[src/rtl/stb_pkg.sv]
// ----------------------------------------------------------------------------
// stb_pkg
// Shared constants, command and status codes and the result word type of the
// software timer bank.
// ----------------------------------------------------------------------------
package stb_pkg;

  localparam int NUM_TIMERS = 8;
  localparam int TIDX_W     = (NUM_TIMERS > 1) ? $clog2(NUM_TIMERS) : 1;
  localparam int CNT_W      = $clog2(NUM_TIMERS + 1);
  localparam int MAX_RPT    = 8;
  localparam int RPT_W      = 4;

  localparam int CMD_W    = 3;
  localparam int ID_W     = 4;
  localparam int DATA_W   = 32;
  localparam int SLOT_W   = 3;
  localparam int STATUS_W = 3;

  localparam logic [CMD_W-1:0] CMD_CREATE = 3'd0;
  localparam logic [CMD_W-1:0] CMD_ATTACH = 3'd1;
  localparam logic [CMD_W-1:0] CMD_DETACH = 3'd2;
  localparam logic [CMD_W-1:0] CMD_START  = 3'd3;
  localparam logic [CMD_W-1:0] CMD_STOP   = 3'd4;
  localparam logic [CMD_W-1:0] CMD_TICK   = 3'd5;

  localparam logic [STATUS_W-1:0] ST_OK          = 3'd0;
  localparam logic [STATUS_W-1:0] ST_INVALID     = 3'd1;
  localparam logic [STATUS_W-1:0] ST_NULL_HDL    = 3'd2;
  localparam logic [STATUS_W-1:0] ST_RUNNING     = 3'd3;
  localparam logic [STATUS_W-1:0] ST_NOT_RUNNING = 3'd4;
  localparam logic [STATUS_W-1:0] ST_NO_FREE     = 3'd5;

  localparam logic KIND_STATUS = 1'b0;
  localparam logic KIND_EXPIRY = 1'b1;

  typedef struct packed {
    logic                kind;
    logic [SLOT_W-1:0]   slot;
    logic [STATUS_W-1:0] status;
    logic                last;
  } res_t;

endpackage

[src/rtl/stb_ram.sv]
// ----------------------------------------------------------------------------
// stb_ram
// Simple dual-port RAM: one write port, one read port with registered data.
// ----------------------------------------------------------------------------
module stb_ram #(
  parameter int DEPTH = 8,
  parameter int WIDTH = 32,
  localparam int AW = (DEPTH > 1) ? $clog2(DEPTH) : 1
) (
  input  logic             clk,
  input  logic             wr_en,
  input  logic [AW-1:0]    wr_addr,
  input  logic [WIDTH-1:0] wr_data,
  input  logic             rd_en,
  input  logic [AW-1:0]    rd_addr,
  output logic [WIDTH-1:0] rd_data
);

  logic [WIDTH-1:0] mem [DEPTH];

  always_ff @(posedge clk) begin
    if (wr_en) begin
      mem[wr_addr] <= wr_data;
    end
  end

  // hold read data while no read is issued
  always_ff @(posedge clk) begin
    if (rd_en) begin
      rd_data <= mem[rd_addr];
    end
  end

endmodule

[src/rtl/stb_outreg.sv]
// ----------------------------------------------------------------------------
// stb_outreg
// Output register of the result channel; takes a new word when empty or
// when the held word leaves in the same cycle.
// ----------------------------------------------------------------------------
module stb_outreg
  import stb_pkg::*;
(
  input  logic                clk,
  input  logic                rst,
  input  logic                push,
  input  res_t                push_word,
  output logic                can_push,
  output logic                out_valid,
  input  logic                out_ready,
  output logic                kind,
  output logic [SLOT_W-1:0]   slot,
  output logic [STATUS_W-1:0] status,
  output logic                last
);

  res_t word;

  assign can_push = !out_valid || out_ready;

  always_ff @(posedge clk) begin
    if (rst) begin
      out_valid <= 1'b0;
    end else if (push) begin
      out_valid <= 1'b1;
    end else if (out_ready) begin
      out_valid <= 1'b0;
    end
  end

  always_ff @(posedge clk) begin
    if (push) begin
      word <= push_word;
    end
  end

  assign kind   = word.kind;
  assign slot   = word.slot;
  assign status = word.status;
  assign last   = word.last;

endmodule

[src/rtl/software_timer_bank_unit.sv]
// ----------------------------------------------------------------------------
// software_timer_bank_unit
// Bank of millisecond timers driven by command words.
//
// Input channel (in_valid/in_ready): one command word per item: create,
// attach, detach, start, stop or tick. Result channel (out_valid/out_ready):
// status words and timer expiry events, with last set on the final word of
// an item. A tick of zero and unknown commands give no word.
// Commands other than tick are taken in S_IDLE; the status word is then
// loaded into the output register from S_CMD once the register has room.
// A tick walks the interval and elapsed RAMs through their registered read
// ports, one timer per cycle while no output stall holds it, and then flushes
// a pending expiry at the end. in_ready is high only between items.
// Reset clears all timers at once through per-entry valid bits; the block
// is ready to take a word as soon as reset is released.
// When the receiver stalls, the output register holds its word; a command
// waits for it, and a tick walk pauses on a second expiry until it drains.
// ----------------------------------------------------------------------------
module software_timer_bank_unit
  import stb_pkg::*;
(
  input  logic                clk,
  input  logic                rst,
  input  logic                in_valid,
  output logic                in_ready,
  input  logic [CMD_W-1:0]    cmd,
  input  logic [ID_W-1:0]     timer_id,
  input  logic [DATA_W-1:0]   interval_ms,
  input  logic                handler_present,
  input  logic [DATA_W-1:0]   tick_count,
  output logic                out_valid,
  input  logic                out_ready,
  output logic                kind,
  output logic [SLOT_W-1:0]   slot,
  output logic [STATUS_W-1:0] status,
  output logic                last
);

  typedef enum logic [3:0] {
    S_IDLE  = 4'b0001,
    S_CMD   = 4'b0010,
    S_WALK  = 4'b0100,
    S_FLUSH = 4'b1000
  } state_t;

  state_t state, state_next;

  logic [CMD_W-1:0]  lat_cmd;
  logic [ID_W-1:0]   lat_id;
  logic [DATA_W-1:0] lat_ival;
  logic              lat_hp;
  logic [DATA_W-1:0] lat_tick;

  logic [NUM_TIMERS-1:0] run_flags, hdl_flags, busy_flags, iv_vld, el_vld;

  logic              in_acc;
  logic              id_ok;
  logic [TIDX_W-1:0] id_idx;
  logic              free_found;
  logic [TIDX_W-1:0] free_idx;

  logic              push, can_push;
  res_t              push_word, cmd_word;
  logic              cmd_fire;

  // walk pipeline
  logic [CNT_W-1:0]  rd_cnt;
  logic              issue;
  logic              p_vld;
  logic [TIDX_W-1:0] p_idx;
  logic [DATA_W-1:0] iv_rd, el_rd;
  logic [DATA_W-1:0] iv_cur, el_cur, el_sat, el_new;
  logic [DATA_W:0]   el_sum;
  logic              p_run, expire, emit, stall, walk_done;
  logic              have_pend;
  logic [TIDX_W-1:0] pend_idx;
  logic [RPT_W-1:0]  rpt_cnt;
  logic              iv_wr;

  assign in_ready = (state == S_IDLE);
  assign in_acc   = in_valid && in_ready;

  always_ff @(posedge clk) begin
    if (in_acc) begin
      lat_cmd  <= cmd;
      lat_id   <= timer_id;
      lat_ival <= interval_ms;
      lat_hp   <= handler_present;
      lat_tick <= tick_count;
    end
  end

  assign id_ok  = 32'(lat_id) < NUM_TIMERS;
  assign id_idx = TIDX_W'(lat_id);

  // lowest free slot
  always_comb begin
    free_found = 1'b0;
    free_idx   = '0;
    for (int i = NUM_TIMERS - 1; i >= 0; i--) begin
      if (!busy_flags[i]) begin
        free_found = 1'b1;
        free_idx   = TIDX_W'(i);
      end
    end
  end

  always_comb begin
    cmd_word        = '0;
    cmd_word.kind   = KIND_STATUS;
    cmd_word.last   = 1'b1;
    cmd_word.status = ST_OK;
    unique case (lat_cmd)
      CMD_CREATE: begin
        if (free_found) begin
          cmd_word.slot = SLOT_W'(free_idx);
        end else begin
          cmd_word.status = ST_NO_FREE;
        end
      end
      CMD_ATTACH: begin
        if (!id_ok) begin
          cmd_word.status = ST_INVALID;
        end else if (!lat_hp) begin
          cmd_word.status = ST_NULL_HDL;
        end
      end
      CMD_DETACH: begin
        if (!id_ok) begin
          cmd_word.status = ST_INVALID;
        end
      end
      CMD_START: begin
        if (!id_ok) begin
          cmd_word.status = ST_INVALID;
        end else if (run_flags[id_idx]) begin
          cmd_word.status = ST_RUNNING;
        end
      end
      CMD_STOP: begin
        if (!id_ok) begin
          cmd_word.status = ST_INVALID;
        end else if (!run_flags[id_idx]) begin
          cmd_word.status = ST_NOT_RUNNING;
        end
      end
      default: begin
        cmd_word.status = ST_OK;
      end
    endcase
  end

  assign cmd_fire = (state == S_CMD) && can_push;
  assign iv_wr    = cmd_fire && (lat_cmd == CMD_CREATE) && free_found;

  // ---------------------------------------------------------------- tick walk
  assign walk_done = (state == S_WALK) && !p_vld && (rd_cnt == CNT_W'(NUM_TIMERS));

  assign iv_cur = iv_vld[p_idx] ? iv_rd : '0;
  assign el_cur = el_vld[p_idx] ? el_rd : '0;
  assign el_sum = {1'b0, el_cur} + {1'b0, lat_tick};
  assign el_sat = el_sum[DATA_W] ? '1 : el_sum[DATA_W-1:0];
  assign p_run  = run_flags[p_idx];
  assign expire = (iv_cur != '0) && (el_sat >= iv_cur);
  assign el_new = expire ? '0 : el_sat;
  assign emit   = p_vld && p_run && expire && hdl_flags[p_idx]
                  && (rpt_cnt < RPT_W'(MAX_RPT));
  assign stall  = emit && have_pend && !can_push;
  assign issue  = (state == S_WALK) && !stall && (rd_cnt < CNT_W'(NUM_TIMERS));

  always_ff @(posedge clk) begin
    if (rst) begin
      p_vld     <= 1'b0;
      have_pend <= 1'b0;
      rd_cnt    <= '0;
      rpt_cnt   <= '0;
    end else if (in_acc) begin
      p_vld     <= 1'b0;
      have_pend <= 1'b0;
      rd_cnt    <= '0;
      rpt_cnt   <= '0;
    end else begin
      if (!stall) begin
        p_vld <= issue;
        if (issue) begin
          rd_cnt <= rd_cnt + 1'b1;
        end
        if (emit) begin
          have_pend <= 1'b1;
          rpt_cnt   <= rpt_cnt + 1'b1;
        end
      end
      if (state == S_FLUSH && can_push) begin
        have_pend <= 1'b0;
      end
    end
  end

  always_ff @(posedge clk) begin
    if (issue) begin
      p_idx <= rd_cnt[TIDX_W-1:0];
    end
    if (emit && !stall) begin
      pend_idx <= p_idx;
    end
  end

  stb_ram #(.DEPTH(NUM_TIMERS), .WIDTH(DATA_W)) u_iv_ram (
    .clk     (clk),
    .wr_en   (iv_wr),
    .wr_addr (free_idx),
    .wr_data (lat_ival),
    .rd_en   (issue),
    .rd_addr (rd_cnt[TIDX_W-1:0]),
    .rd_data (iv_rd)
  );

  stb_ram #(.DEPTH(NUM_TIMERS), .WIDTH(DATA_W)) u_el_ram (
    .clk     (clk),
    .wr_en   (p_vld && !stall && p_run),
    .wr_addr (p_idx),
    .wr_data (el_new),
    .rd_en   (issue),
    .rd_addr (rd_cnt[TIDX_W-1:0]),
    .rd_data (el_rd)
  );

  // ----------------------------------------------------------------- flags
  always_ff @(posedge clk) begin
    if (rst) begin
      run_flags  <= '0;
      hdl_flags  <= '0;
      busy_flags <= '0;
      iv_vld     <= '0;
      el_vld     <= '0;
    end else begin
      if (p_vld && !stall && p_run) begin
        el_vld[p_idx] <= 1'b1;
      end
      if (iv_wr) begin
        iv_vld[free_idx]     <= 1'b1;
        busy_flags[free_idx] <= (lat_ival != '0);
        el_vld[free_idx]     <= 1'b0;
      end
      if (cmd_fire && id_ok) begin
        unique case (lat_cmd)
          CMD_ATTACH: begin
            if (lat_hp) begin
              hdl_flags[id_idx] <= 1'b1;
            end
          end
          CMD_DETACH: begin
            hdl_flags[id_idx] <= 1'b0;
          end
          CMD_START: begin
            if (!run_flags[id_idx]) begin
              run_flags[id_idx] <= 1'b1;
              el_vld[id_idx]    <= 1'b0;
            end
          end
          CMD_STOP: begin
            run_flags[id_idx] <= 1'b0;
          end
          default: begin
            run_flags <= run_flags;
          end
        endcase
      end
    end
  end

  // ------------------------------------------------------------ result push
  always_comb begin
    push_word = cmd_word;
    push      = 1'b0;
    if (state == S_CMD) begin
      push = can_push;
    end else if (state == S_WALK) begin
      push             = emit && have_pend && can_push;
      push_word        = '0;
      push_word.kind   = KIND_EXPIRY;
      push_word.slot   = SLOT_W'(pend_idx);
      push_word.status = ST_OK;
      push_word.last   = 1'b0;
    end else if (state == S_FLUSH) begin
      push             = can_push;
      push_word        = '0;
      push_word.kind   = KIND_EXPIRY;
      push_word.slot   = SLOT_W'(pend_idx);
      push_word.status = ST_OK;
      push_word.last   = 1'b1;
    end
  end

  stb_outreg u_outreg (
    .clk       (clk),
    .rst       (rst),
    .push      (push),
    .push_word (push_word),
    .can_push  (can_push),
    .out_valid (out_valid),
    .out_ready (out_ready),
    .kind      (kind),
    .slot      (slot),
    .status    (status),
    .last      (last)
  );

  // ------------------------------------------------------------ sequencer
  always_comb begin
    state_next = state;
    unique case (state)
      S_IDLE: begin
        if (in_acc) begin
          case (cmd) inside
            CMD_CREATE, CMD_ATTACH, CMD_DETACH, CMD_START, CMD_STOP: begin
              state_next = S_CMD;
            end
            CMD_TICK: begin
              if (tick_count != '0) begin
                state_next = S_WALK;
              end
            end
            default: begin
              state_next = S_IDLE;
            end
          endcase
        end
      end
      S_CMD: begin
        if (can_push) begin
          state_next = S_IDLE;
        end
      end
      S_WALK: begin
        if (walk_done) begin
          state_next = have_pend ? S_FLUSH : S_IDLE;
        end
      end
      S_FLUSH: begin
        if (can_push) begin
          state_next = S_IDLE;
        end
      end
      default: begin
        state_next = S_IDLE;
      end
    endcase
  end

  always_ff @(posedge clk) begin
    if (rst) begin
      state <= S_IDLE;
    end else begin
      state <= state_next;
    end
  end

`ifndef ASSERT_OFF
  a_push_room: assert property (@(posedge clk) disable iff (rst)
    push |-> can_push)
    else $error("result pushed into a full output register");

  a_stall_holds: assert property (@(posedge clk) disable iff (rst)
    stall |=> p_vld && $stable(p_idx) && $stable(rd_cnt))
    else $error("walk advanced through a stall");

  a_pend_scope: assert property (@(posedge clk) disable iff (rst)
    have_pend |-> (state == S_WALK || state == S_FLUSH))
    else $error("pending expiry outside a tick");

  a_rpt_bound: assert property (@(posedge clk) disable iff (rst)
    rpt_cnt <= RPT_W'(MAX_RPT))
    else $error("more expiries reported than allowed");
`endif

endmodule

[config.mk]
export PLATFORM = sky130hd
export DESIGN_NAME = software_timer_bank_unit
export DESIGN_NICKNAME = d
export VERILOG_FILES = /design/src/rtl/stb_pkg.sv /design/src/rtl/stb_ram.sv /design/src/rtl/stb_outreg.sv /design/src/rtl/software_timer_bank_unit.sv
export SDC_FILE = /design/constraint.sdc
export NUM_CORES = 1
export LEC_CHECK = 0
export BUFFER_PORTS_ARGS = -buffer_cell sky130_fd_sc_hd__buf_2
export CAP_MARGIN = 5
export CORE_MARGIN = 2
export CORE_UTILIZATION = 62
export DETAILED_ROUTE_END_ITERATION = 16
export PLACE_DENSITY = 0.82
export SETUP_SLACK_MARGIN = 0.2
export SYNTH_ARGS = -nofsm -noshare
export SYNTH_HDL_FRONTEND = slang
export SYNTH_SLANG_ARGS = --single-unit
[constraint.sdc]
create_clock -name clk -period 10.15 [get_ports clk]
set_input_delay 3.045 -clock clk [delete_from_list [all_inputs] [get_ports clk]]
set_output_delay 3.045 -clock clk [all_outputs]
set_load 0.03 [all_outputs]
* After elaboration in Yosys (flattened, before gate mapping)
Memories as Yosys holds them, arrays and structs flattened. A register that Yosys moved wholly into a read port is not among the register bits.
Cells that the tools add are included.
** Storage, ports and cells
- Bits in registers :: 141
- Bits in writable memories :: 512
- Logic and storage cells :: 193
- Memories :: 2
** Memories
- u_el_ram.mem :: depth 8, width 32, rd ports 1, clocked after Yosys merged registers in 1, wr ports 1, line stb_ram.sv:19 : logic [WIDTH-1:0] mem [DEPTH];
- u_iv_ram.mem :: depth 8, width 32, rd ports 1, clocked after Yosys merged registers in 1, wr ports 1, line stb_ram.sv:19
** Cells by class
- Reduce and logical (&&, ||, !) cells :: 46
- Multiplexer cells :: 79
- Magnitude comparators :: 10
- $add $sub $neg :: 3
- Eq/ne operators :: 20
- Bitwise operators :: 11
** Operator list (number)
- 2-to-1 mux 32 bit :: 4
- nonzero test 32 bit :: 3
- 2-to-1 mux 8 bit :: 11
- 2-to-1 mux 3 bit :: 13
- adder 32 x 32 -> 33 bit :: 1
- bitwise AND 8 bit :: 4
- greater-or-equal comparator 32 bit :: 1
- OR 8 bit :: 4
- one-hot mux 8 bit (2 select lines) :: 2
- 2-to-1 mux 4 bit :: 7
- 2-to-1 mux 1 bit :: 26
- logical AND 1 bit :: 24
- NOT 8 bit :: 2
- binary-select mux 1 bit (select 3 bit) :: 5
- one-hot mux 3 bit (5 select lines) :: 1
- equality test 3 x 2 -> 1 bit (second input constant) :: 4
- < comparator 3 x 4 -> 1 bit (second input constant) :: 3
- < comparator 4 bit (second input constant) :: 3
- one-hot mux 4 bit (3 select lines) :: 1
- demux 1 bit (select 3 bit) :: 3
- equality test 3 bit (second input constant) :: 3
- greater-or-equal comparator 3 x 1 -> 1 bit (second input constant) :: 3
- adder 4 x 1 -> 4 bit (second input constant) :: 2
- bitwise mux 8 bit :: 1
- 21 further kinds :: 38

* Depth between registers and ports, before layout
Gate-level depths: netlist of run 1.
- Word-level depth :: 24
- Depth in mapped cells :: 30

* Hierarchy
A second synthesis of run 1 with hierarchy kept.
** Second synthesis, totals
- Cell total of the unflattened synthesis :: 1741
- Area, all modules :: 30269.0 um^2
** Modules (own cells, without submodules)
- stb_ram :: times used 2, area each 10786.6 um^2, cells each 415
- software_timer_bank_unit :: times used 1, area each 8409.3 um^2, cells each 899
- stb_outreg :: times used 1, area each 286.5 um^2, cells each 12

* Least setup slack after synthesis of run 1
Ideal clock, no wire load.
- Path kind :: register to register
- Start :: register p_idx[1]
- End :: memory u_el_ram.mem[0][0], enable pin
- Setup slack :: 1.960 ns
- Period minus slack after synthesis :: 8.190 ns
- Stages on the path, launching flop included :: 29
- Arrival :: 7.727 ns
- Library setup time :: 0.464 ns
- Cell sequence :: edfxtp_1 > buf_2 > buf_2 > nor2b_1 > a221oi_1 > a21oi_1 > a311o_1 > and2_1 > ha_1 > fa_1 > a211oi_2 > o21ai_2 > a31o_4 > a21oi_4 > o21a_4 > o31a_2 > buf_6 > buf_6 > buf_2 > nand2_1 > ha_1 > and3_1 > a22oi_1 > o211ai_1 > a32o_1 > o31a_2 > and3_1 > buf_4 > nor3_1
** On the way
- Longest elaborated chain between the ends :: 17
** RTL lines
- start, declared :: line software_timer_bank_unit.sv:70 : logic [TIDX_W-1:0] p_idx;
- start signal, assigned :: line software_timer_bank_unit.sv:201 : p_idx <= rd_cnt[TIDX_W-1:0];
- binary-select mux 1 bit (select 3 bit) :: line software_timer_bank_unit.sv:160 : assign el_cur = el_vld[p_idx] ? el_rd : '0;
- 2-to-1 mux 1 bit (implied by the code) :: line software_timer_bank_unit.sv:160
- 2-to-1 mux 32 bit :: line software_timer_bank_unit.sv:160
- adder 32 x 32 -> 33 bit :: line software_timer_bank_unit.sv:161 : assign el_sum = {1'b0, el_cur} + {1'b0, lat_tick};
- 2-to-1 mux 32 bit :: line software_timer_bank_unit.sv:162 : assign el_sat = el_sum[DATA_W] ? '1 : el_sum[DATA_W-1:0];
- greater-or-equal comparator 32 bit :: line software_timer_bank_unit.sv:164 : assign expire = (iv_cur != '0) && (el_sat >= iv_cur);
- logical AND 1 bit :: line software_timer_bank_unit.sv:164
- logical AND 1 bit (2 in a row) :: line software_timer_bank_unit.sv:166 : assign emit = p_vld && p_run && expire && hdl_flags[p_idx]
- logical AND 1 bit :: line software_timer_bank_unit.sv:167 : && (rpt_cnt < RPT_W'(MAX_RPT));
- logical AND 1 bit (2 in a row) :: line software_timer_bank_unit.sv:168 : assign stall = emit && have_pend && !can_push;
- zero test 1 bit :: line software_timer_bank_unit.sv:220 : .wr_en (p_vld && !stall && p_run),
- logical AND 1 bit (2 in a row) :: line software_timer_bank_unit.sv:220
- 2-to-1 mux 1 bit :: line stb_ram.sv:22 : if (wr_en) begin
- 2-to-1 mux 1 bit (implied by the code) :: line stb_ram.sv:23 : mem[wr_addr] <= wr_data;
- end, declared :: line stb_ram.sv:19
Several ways; a longest one is shown, not always the timed one. The select of a mux whose other input is x is not followed.

* Worst setup path after layout of run 1
- Start :: register p_idx[1]
- End :: register u_el_ram.rd_data[2], read port of u_el_ram.mem, enable pin
** On the way
- Longest elaborated chain between the ends :: 15
** RTL lines
- binary-select mux 1 bit (select 3 bit) :: line software_timer_bank_unit.sv:160
- 2-to-1 mux 1 bit (implied by the code) :: line software_timer_bank_unit.sv:160
- 2-to-1 mux 32 bit :: line software_timer_bank_unit.sv:160
- adder 32 x 32 -> 33 bit :: line software_timer_bank_unit.sv:161
- 2-to-1 mux 32 bit :: line software_timer_bank_unit.sv:162
- greater-or-equal comparator 32 bit :: line software_timer_bank_unit.sv:164
- logical AND 1 bit :: line software_timer_bank_unit.sv:164
- logical AND 1 bit :: line software_timer_bank_unit.sv:166
- logical AND 1 bit (*) :: line software_timer_bank_unit.sv:166
- logical AND 1 bit (*) :: line software_timer_bank_unit.sv:167
- logical AND 1 bit (*) (2 in a row) :: line software_timer_bank_unit.sv:168
- zero test 1 bit (*) :: line software_timer_bank_unit.sv:169 : assign issue = (state == S_WALK) && !stall && (rd_cnt < CNT_W'(NUM_TIMERS));
- logical AND 1 bit (*) (2 in a row) :: line software_timer_bank_unit.sv:169
- net issue :: line software_timer_bank_unit.sv:68 : logic issue;
- end, declared :: line stb_ram.sv:16 : output logic [WIDTH-1:0] rd_data
Mark *: on every way through the listed nets, which the timed path passes. The rest lies on a longest branch. The select of a mux whose other input is x is not followed.
A chain may end at the register's enable or synchronous reset.

==> impl_metrics.yaml, run 1 <==
job:
  drv_cap: 0
floorplan:
  fp.dieArea_sq_um: 50100
  fp.coreArea_sq_um: 47700
  fp.dieW_um: 224
  rows: 80
  floorplan.initialDensity: 0.627
  boundaryPins: 86
  chipHeight_um: 224
logic_synthesis:
  post-synth-top-area-cell: "sky130_fd_sc_hd__edfxtp_1"
  post_synth_edffs: 662
  yosysUniqueCellTypes: 82
  synth.area.top_cells: "sky130_fd_sc_hd__edfxtp_1 66%, sky130_fd_sc_hd__mux4_2 9.9%, sky130_fd_sc_hd__dfxtp_1 3.7%"
  seq_area_frac_synth: 0.701
  yosysTopAreaCellShare: 0.664
  synthCells: 1735
  post_synth_instance_area_sq_um: 29900
  ys.flop_type: "sky130_fd_sc_hd__edfxtp_1"
  synth_fp_nets: 1879
  synth_area_per_cell_sq_um: 17.3
  synth.yosys.warnings: 0
  synthArstFlopShare: 0
  postSynthRegisterBits: 717
drt:
  detailroute.via_count: 16300
  antenna_violating_nets_post_route: 0
  viasPerCell: 6.50
  detail_route.wirelength_um: 65400
  wl_per_cell_um: 26.0
  detailed_route_drc_error_count: 0
  drt-pass1-iter-count: 5
  dr.first_iter.drc_count: 1628
clock_network:
  ctsHtreeMaxLevel: 3
  clk_path_buf_depth: 3
  clock_sink_count: 717
  cts_setup_buffers: 0
  tritoncts: "yes"
  clk_latency_ns: 0.62
  post_cts_hold_buffer_count: 0
  numCtsBuffers: 71
  post_cts.resized_instances: 0
  cts.clk_slew.worst_paths_ns: 0.06
  cts_root_buffer: "sky130_fd_sc_hd__clkbuf_16"
power:
  power.density_cell_area_nw_per_um2: 183
  vdd_ir_drop_max_uv: 238
  power.static_leakage_uw: 0.0108
layout:
  post_route_cells_drive_above_1_share: 0.245
  final_core_utilization: 0.701
  antenna_cells_inserted: 0
  syn_to_final_growth_pct: 11.7
  layout.nets: 1987
critical_path:
  crit_fanout: 41
  required_ns: 10.38
  critical_path.cell_chain: "nor2b_1 > a221oi_1 > a21oi_1 > a311o_1 > buf_4 > and2_1 > ha_1 > fa_1 > a211oi_2 > o21ai_2 > a31o_4 > a21oi_4 > o21a_4 > o31a_2 > nand2_1 > ha_1 > and3_1 > a22oi_1 > o211ai_1 > a32o_1 > o31ai_4 > o21ai_1 > inv_2 > buf_4"
  critPathKind: "reg2reg"
  crit_path_top_delay_cell: "sky130_fd_sc_hd__o31ai_4"
  timing.critical_path.to_type: "flop"
  critical-path-max-stage-delay_ns: 0.76
  worst-endpoint-arrival_ns: 8.60
  worst_setup_path_start_kind: "flop"
timing:
  slew_violations: 0
  clock-skew-final_ns: 0.0363
  finalHoldViolCount: 0
  setup_total_negative_slack_ns: 0
  grt_setup_unrepaired: "no"
  final-setup-viol-count: 0
  timing.slew.headroom: 0.349
  layout_worst_path_cycle_share: 0.824
  worst-slew-pin-transition_ns: 0.969
  fmax_mhz: 120
  final.min_clock_period_ns: 8.37
placed_design:
  io_buffer_count: 85
  routabilityCongestion: 0.978
  dpl.hpwl_um: 39200
global_route:
  first_global_vias: 16600
  grt.overflow.total: 0
  gr-usage-all-layers: 0.267
  grt_first_pass_wirelength_um: 99500
  grt_start_max_net_pins: 54
  number_of_antenna_violations_at_the_first_check_in_global_routing: 0
min_path:
  worstHoldPathType: "reg2reg"
status:
  status: "complete, no violations"
==> final cells by class <==
cell class                      instances  area (sq um)
Clock inverter                         29           359
Multi-Input combinational cell        926          8680
Tap cell                              615           769
Timing Repair Buffer                  110           613
Clock buffer                          100          1980
Sequential cell                       717         21000
Fill cell                            2924         14300
Inverter                               17          63.8
==> layer usage <==
metal  share of wire  GRT usage
met5               0          0
met4           0.026     0.0882
met3           0.070     0.0439
met2            0.51      0.452
met1            0.40      0.359
==> flip-flops by register name, summed over array words and instances, names as in the netlist, 32 cells and up, named ones only <==
name	flops
u_iv_ram.rd_data	32
u_iv_ram.mem	256
lat_ival	32
lat_tick	32
u_el_ram.rd_data	32
u_el_ram.mem	256
==> final timing paths <==
path | from | endpoint | slack [ns] | cells after the start
setup / recovery | p_idx[1] | u_el_ram.rd_data[2] | 1.78 | 24
hold / removal | el_vld[3] | el_vld[3] | 0.47 | 1
setup reg to reg | p_idx[1] | u_el_ram.rd_data[2] | 1.78 | 24
hold reg to reg | el_vld[3] | el_vld[3] | 0.47 | 1
==> report_power, final <==
| group | internal (uW) | switching (uW) | leakage, uW |
|---|---|---|---|
| clock network | 1530 | 1090 | 0.00112 |
| registers | 3270 | 40.7 | 0.00645 |
| logic | 61.9 | 127 | 0.00327 |
| total | 4860 | 1260 | 0.0108 |
==> per-stage QoR <==
stage / std cells / cell area, sq um / power [uW] / hold slack [ns] / setup slack, ns
after floorplan: 1735 / 29900 / 3480 / 0.421 / 1.96
after global placement: 2385 / 31100 / 3550 / 0.449 / 2.23
after global routing: 2514 / 33500 / 6290 / 0.486 / 1.31
after CTS: 2514 / 33500 / 6160 / 0.471 / 1.84
after detailed placement: 2385 / 31100 / 3560 / 0.456 / 1.95
final: 2514 / 33500 / 6120 / 0.469 / 1.78
==> worst max-delay path: cells and delay by family, from the launching register on <==
| family | cells | cell delay (ns) |
|---|---|---|
| AO/OA/AOI/OAI | 14 | 4.10 |
| buffers and inverters | 3 | 1.31 |
| adder cells (fa/ha/maj) | 3 | 0.99 |
| AND/OR/NAND/NOR | 4 | 0.86 |
| flip-flops | 1 | 0.65 |
==> logic make-up (layout without fill, tap and decap cells) <==
| group | Yosys count | in the layout | share of synthesized area |
|---|---|---|---|
| adder cells (fa/ha/maj) | 68 | 68 | 0.0287 |
| flip-flops | 717 | 717 | 0.701 |
| AND/OR/NAND/NOR | 383 | 383 | 0.0674 |
| AO/OA/AOI/OAI | 239 | 239 | 0.0544 |
| XOR/XNOR | 28 | 28 | 0.00819 |
| multiplexers | 208 | 208 | 0.128 |
| buffers and inverters | 92 | 256 | 0.0131 |
==> synth_stat cells, types with 3 or more instances <==
library cell,instances
sky130_fd_sc_hd__a311oi_1,7
sky130_fd_sc_hd__o31ai_1,5
sky130_fd_sc_hd__clkbuf_1,36
sky130_fd_sc_hd__mux2_2,68
sky130_fd_sc_hd__buf_2,14
sky130_fd_sc_hd__mux4_2,132
sky130_fd_sc_hd__nand3_1,13
sky130_fd_sc_hd__mux2i_1,7
sky130_fd_sc_hd__nand2b_1,13
sky130_fd_sc_hd__edfxtp_1,662
sky130_fd_sc_hd__nand2_1,101
sky130_fd_sc_hd__nor2_1,80
sky130_fd_sc_hd__o21a_1,16
sky130_fd_sc_hd__nor3_1,18
sky130_fd_sc_hd__a31oi_1,5
sky130_fd_sc_hd__a21o_1,17
sky130_fd_sc_hd__nor2b_1,9
sky130_fd_sc_hd__a21oi_1,74
sky130_fd_sc_hd__o21ai_0,33
sky130_fd_sc_hd__ha_1,67
sky130_fd_sc_hd__xor2_1,7
sky130_fd_sc_hd__nor4_1,27
sky130_fd_sc_hd__o211ai_1,7
sky130_fd_sc_hd__a211oi_1,23
sky130_fd_sc_hd__inv_1,17
sky130_fd_sc_hd__buf_6,3
sky130_fd_sc_hd__dfxtp_1,55
sky130_fd_sc_hd__nand3b_1,4
sky130_fd_sc_hd__o22ai_1,3
sky130_fd_sc_hd__nand4_1,17
sky130_fd_sc_hd__buf_1,20
sky130_fd_sc_hd__or3_1,3
sky130_fd_sc_hd__or2_2,5
sky130_fd_sc_hd__a221oi_1,3
sky130_fd_sc_hd__o41ai_1,4
sky130_fd_sc_hd__and2_1,57
sky130_fd_sc_hd__o21bai_1,5
sky130_fd_sc_hd__xnor2_1,21
sky130_fd_sc_hd__nor3b_1,3
sky130_fd_sc_hd__and3_1,10
sky130_fd_sc_hd__nor3_2,8
==> cell usage in the layout (no fill, tap or decap), types with 10 or more instances in the layout <==
cell	synthesis	final
sky130_fd_sc_hd__nand2b_1	13	13
sky130_fd_sc_hd__buf_2	14	85
sky130_fd_sc_hd__o21ai_0	33	33
sky130_fd_sc_hd__xnor2_1	21	21
sky130_fd_sc_hd__a21oi_1	74	72
sky130_fd_sc_hd__nand4_1	17	17
sky130_fd_sc_hd__nor4_1	27	27
sky130_fd_sc_hd__inv_1	17	16
sky130_fd_sc_hd__a21o_1	17	17
sky130_fd_sc_hd__o21a_1	16	16
sky130_fd_sc_hd__clkbuf_16	0	74
sky130_fd_sc_hd__nand2_1	101	101
sky130_fd_sc_hd__nor3_1	18	11
sky130_fd_sc_hd__a211oi_1	23	23
sky130_fd_sc_hd__clkbuf_1	36	23
sky130_fd_sc_hd__and3_1	10	10
sky130_fd_sc_hd__mux2_2	68	68
sky130_fd_sc_hd__nor3_2	8	13
sky130_fd_sc_hd__buf_4	2	25
sky130_fd_sc_hd__dfxtp_1	55	52
sky130_fd_sc_hd__nand3_1	13	13
sky130_fd_sc_hd__and2_1	57	56
sky130_fd_sc_hd__mux4_2	132	132
sky130_fd_sc_hd__edfxtp_1	662	662
sky130_fd_sc_hd__ha_1	67	67
sky130_fd_sc_hd__nor2_1	80	76
(Power assumes the default switching activity.)
==> run 2: changes to the inputs <==
- ABC_AREA: default -> 1
- clock period: 10.15 -> 8.7 ns (I/O delays scaled with it)
==> impl_metrics.yaml, run 2 <==
layout:
  antenna_cells_inserted: 0
  layout.nets: 2904
  final_cell_count_no_fill: 3484
  reg_top3: "u_el_ram.mem x256, u_iv_ram.mem x256"
  fillers: 3358
  syn_to_final_growth_pct: 11.8
  layout_commonest_cell: "sky130_fd_sc_hd__edfxtp_1"
  most_frequent_cells_in_the_layout: "662 x sky130_fd_sc_hd__edfxtp_1, 609 x sky130_fd_sc_hd__nor2_1, 310 x sky130_fd_sc_hd__o21ai_0"
  post_route_cells_drive_above_1_share: 0.104
critical_path:
  required_ns: 9.01
  critPathKind: "reg2reg"
  worst_setup_path_start_kind: "flop"
  crit_fanout: 36
  timing.critical_path.to_type: "flop"
  crit_path_top_delay_cell: "sky130_fd_sc_hd__edfxtp_1"
  worst-endpoint-arrival_ns: 7.66
  critical-path-max-stage-delay_ns: 0.62
drt:
  detailroute.via_count: 21100
  wl_per_cell_um: 21.8
  dr.first_iter.drc_count: 2507
  drt-pass1-iter-count: 6
  antenna_violating_nets_post_route: 0
  viasPerCell: 6.06
  detail_route.wirelength_um: 76000
  detailed_route_drc_error_count: 0
clock_network:
  clk_latency_ns: 0.63
  tritoncts: "yes"
  cts_setup_buffers: 0
  numCtsBuffers: 74
  cts_root_buffer: "sky130_fd_sc_hd__clkbuf_16"
  ctsHtreeMaxLevel: 3
  cts.clk_slew.worst_paths_ns: 0.06
  post_cts_hold_buffer_count: 0
  post_cts.resized_instances: 0
  clock_sink_count: 717
  clk_path_buf_depth: 3
logic_synthesis:
  synth.yosys.warnings: 0
  synth_fp_nets: 2835
  yosysUniqueCellTypes: 49
  synthCells: 2691
  ys.flop_type: "sky130_fd_sc_hd__edfxtp_1"
  synth.area.top_cells: "sky130_fd_sc_hd__edfxtp_1 65%, sky130_fd_sc_hd__nor2_1 7.5%, sky130_fd_sc_hd__o21ai_0 5.1%"
  synth_commonest_cells: "662 x sky130_fd_sc_hd__edfxtp_1, 614 x sky130_fd_sc_hd__nor2_1, 310 x sky130_fd_sc_hd__o21ai_0"
  synthArstFlopShare: 0
  post-synth-top-area-cell: "sky130_fd_sc_hd__edfxtp_1"
  postSynthRegisterBits: 717
  post_synth_instance_area_sq_um: 30700
  yosys.cell_count.top_type: "sky130_fd_sc_hd__edfxtp_1"
  synth_area_per_cell_sq_um: 11.4
  yosysTopAreaCellShare: 0.648
  post_synth_edffs: 662
  seq_area_frac_synth: 0.683
min_path:
  worstHoldPathType: "reg2reg"
power:
  power.density_cell_area_nw_per_um2: 230
  power.static_leakage_uw: 0.0124
  vdd_ir_drop_max_uv: 188
placed_design:
  dpl.hpwl_um: 45700
  io_buffer_count: 85
  routabilityCongestion: 0.924
  dp.cells: 3348
timing:
  layout_worst_path_cycle_share: 0.845
  timing.slew.headroom: 0.151
  slew_violations: 0
  final-setup-viol-count: 0
  worst-slew-pin-transition_ns: 1.27
  final.min_clock_period_ns: 7.35
  finalHoldViolCount: 0
  grt_setup_unrepaired: "no"
  setup_total_negative_slack_ns: 0
  fmax_mhz: 136
  clock-skew-final_ns: 0.0205
job:
  drv_cap: 0
global_route:
  number_of_antenna_violations_at_the_first_check_in_global_routing: 0
  grt_first_pass_wirelength_um: 116000
  gr-usage-all-layers: 0.300
  grt_start_max_net_pins: 136
  grt.overflow.total: 0
  first_global_vias: 20600
floorplan:
  chipHeight_um: 227
  fp.coreArea_sq_um: 49000
  fp.dieW_um: 227
  fp.dieArea_sq_um: 51300
  floorplan.initialDensity: 0.627
  boundaryPins: 86
  rows: 81
status:
  status: "complete, no violations"
[run 2: cell type report]
| class | instances | area, sq um | share of cell area |
|---|---|---|---|
| repair buffers | 117 | 703 | 0.0205 |
| clock buffers | 89 | 1980 | 0.0577 |
| clock inverters | 47 | 593 | 0.0173 |
| inverters | 176 | 674 | 0.0196 |
| multi-input cells | 1674 | 8560 | 0.249 |
| flip-flops and latches | 717 | 21000 | 0.611 |
| well taps | 664 | 831 | 0.0242 |
[run 2: path summary, 6_finish.rpt]
kind / cells past startpoint / startpoint / slack (ns) / endpoint
setup / recovery: 31 / p_idx[0] / 1.35 / u_el_ram.rd_data[17]
setup reg to reg: 31 / p_idx[0] / 1.35 / u_el_ram.rd_data[17]
hold / removal: 2 / el_vld[6] / 0.46 / el_vld[6]
hold reg to reg: 2 / el_vld[6] / 0.46 / el_vld[6]
[run 2: critical path, delay by kind of cell (launching register included)]
| family | cells | cell delay [ns] |
|---|---|---|
| AND/OR/NAND/NOR | 12 | 1.68 |
| flip-flops | 1 | 0.62 |
| AO/OA/AOI/OAI | 7 | 1.61 |
| adder cells (fa/ha/maj) | 2 | 0.67 |
| buffers and inverters | 10 | 2.41 |
[run 2: logic make-up after synthesis]
group / Yosys count / share of synthesized area
fa+ha+maj: 68 / 0.0280
compound gates: 615 / 0.115
buf+inv: 300 / 0.0390
flops: 717 / 0.683
simple gates: 967 / 0.127
xor+xnor: 24 / 0.00685
[run 2: through the flow]
stage | hold WS [ns] | setup slack [ns] | util | instance area [sq um] | power (uW)
final | 0.456 | 1.35 | 0.701 | 34300 | 7910
after global routing | 0.479 | 0.678 | 0.701 | 34300 | 8140
after CTS | 0.459 | 1.39 | 0.701 | 34300 | 7930
after detailed placement | 0.450 | 1.41 | 0.649 | 31800 | 4660
after global placement | 0.444 | 1.54 | 0.649 | 31800 | 4640
after floorplan | 0.426 | 2.27 | - | 30700 | 4450
[run 2: power by group]
group / switching [uW] / internal (uW) / total (uW) / leakage [uW]
logic: 402 / 153 / 555 / 0.00477
clock network: 1350 / 1950 / 3300 / 0.00124
registers: 98.2 / 3950 / 4050 / 0.00643
total: 1850 / 6050 / 7910 / 0.0124
[run 2: metal layers]
metal | wire length, um | track usage | part of all wire | up-vias
met5 | 0 | 0 | 0 | -
met4 | 2870 | 0.119 | 0.038 | 0
met3 | 5690 | 0.0411 | 0.075 | 194
met2 | 36500 | 0.494 | 0.48 | 1051
met1 | 30900 | 0.407 | 0.41 | 10100
li1 | - | - | - | 9733
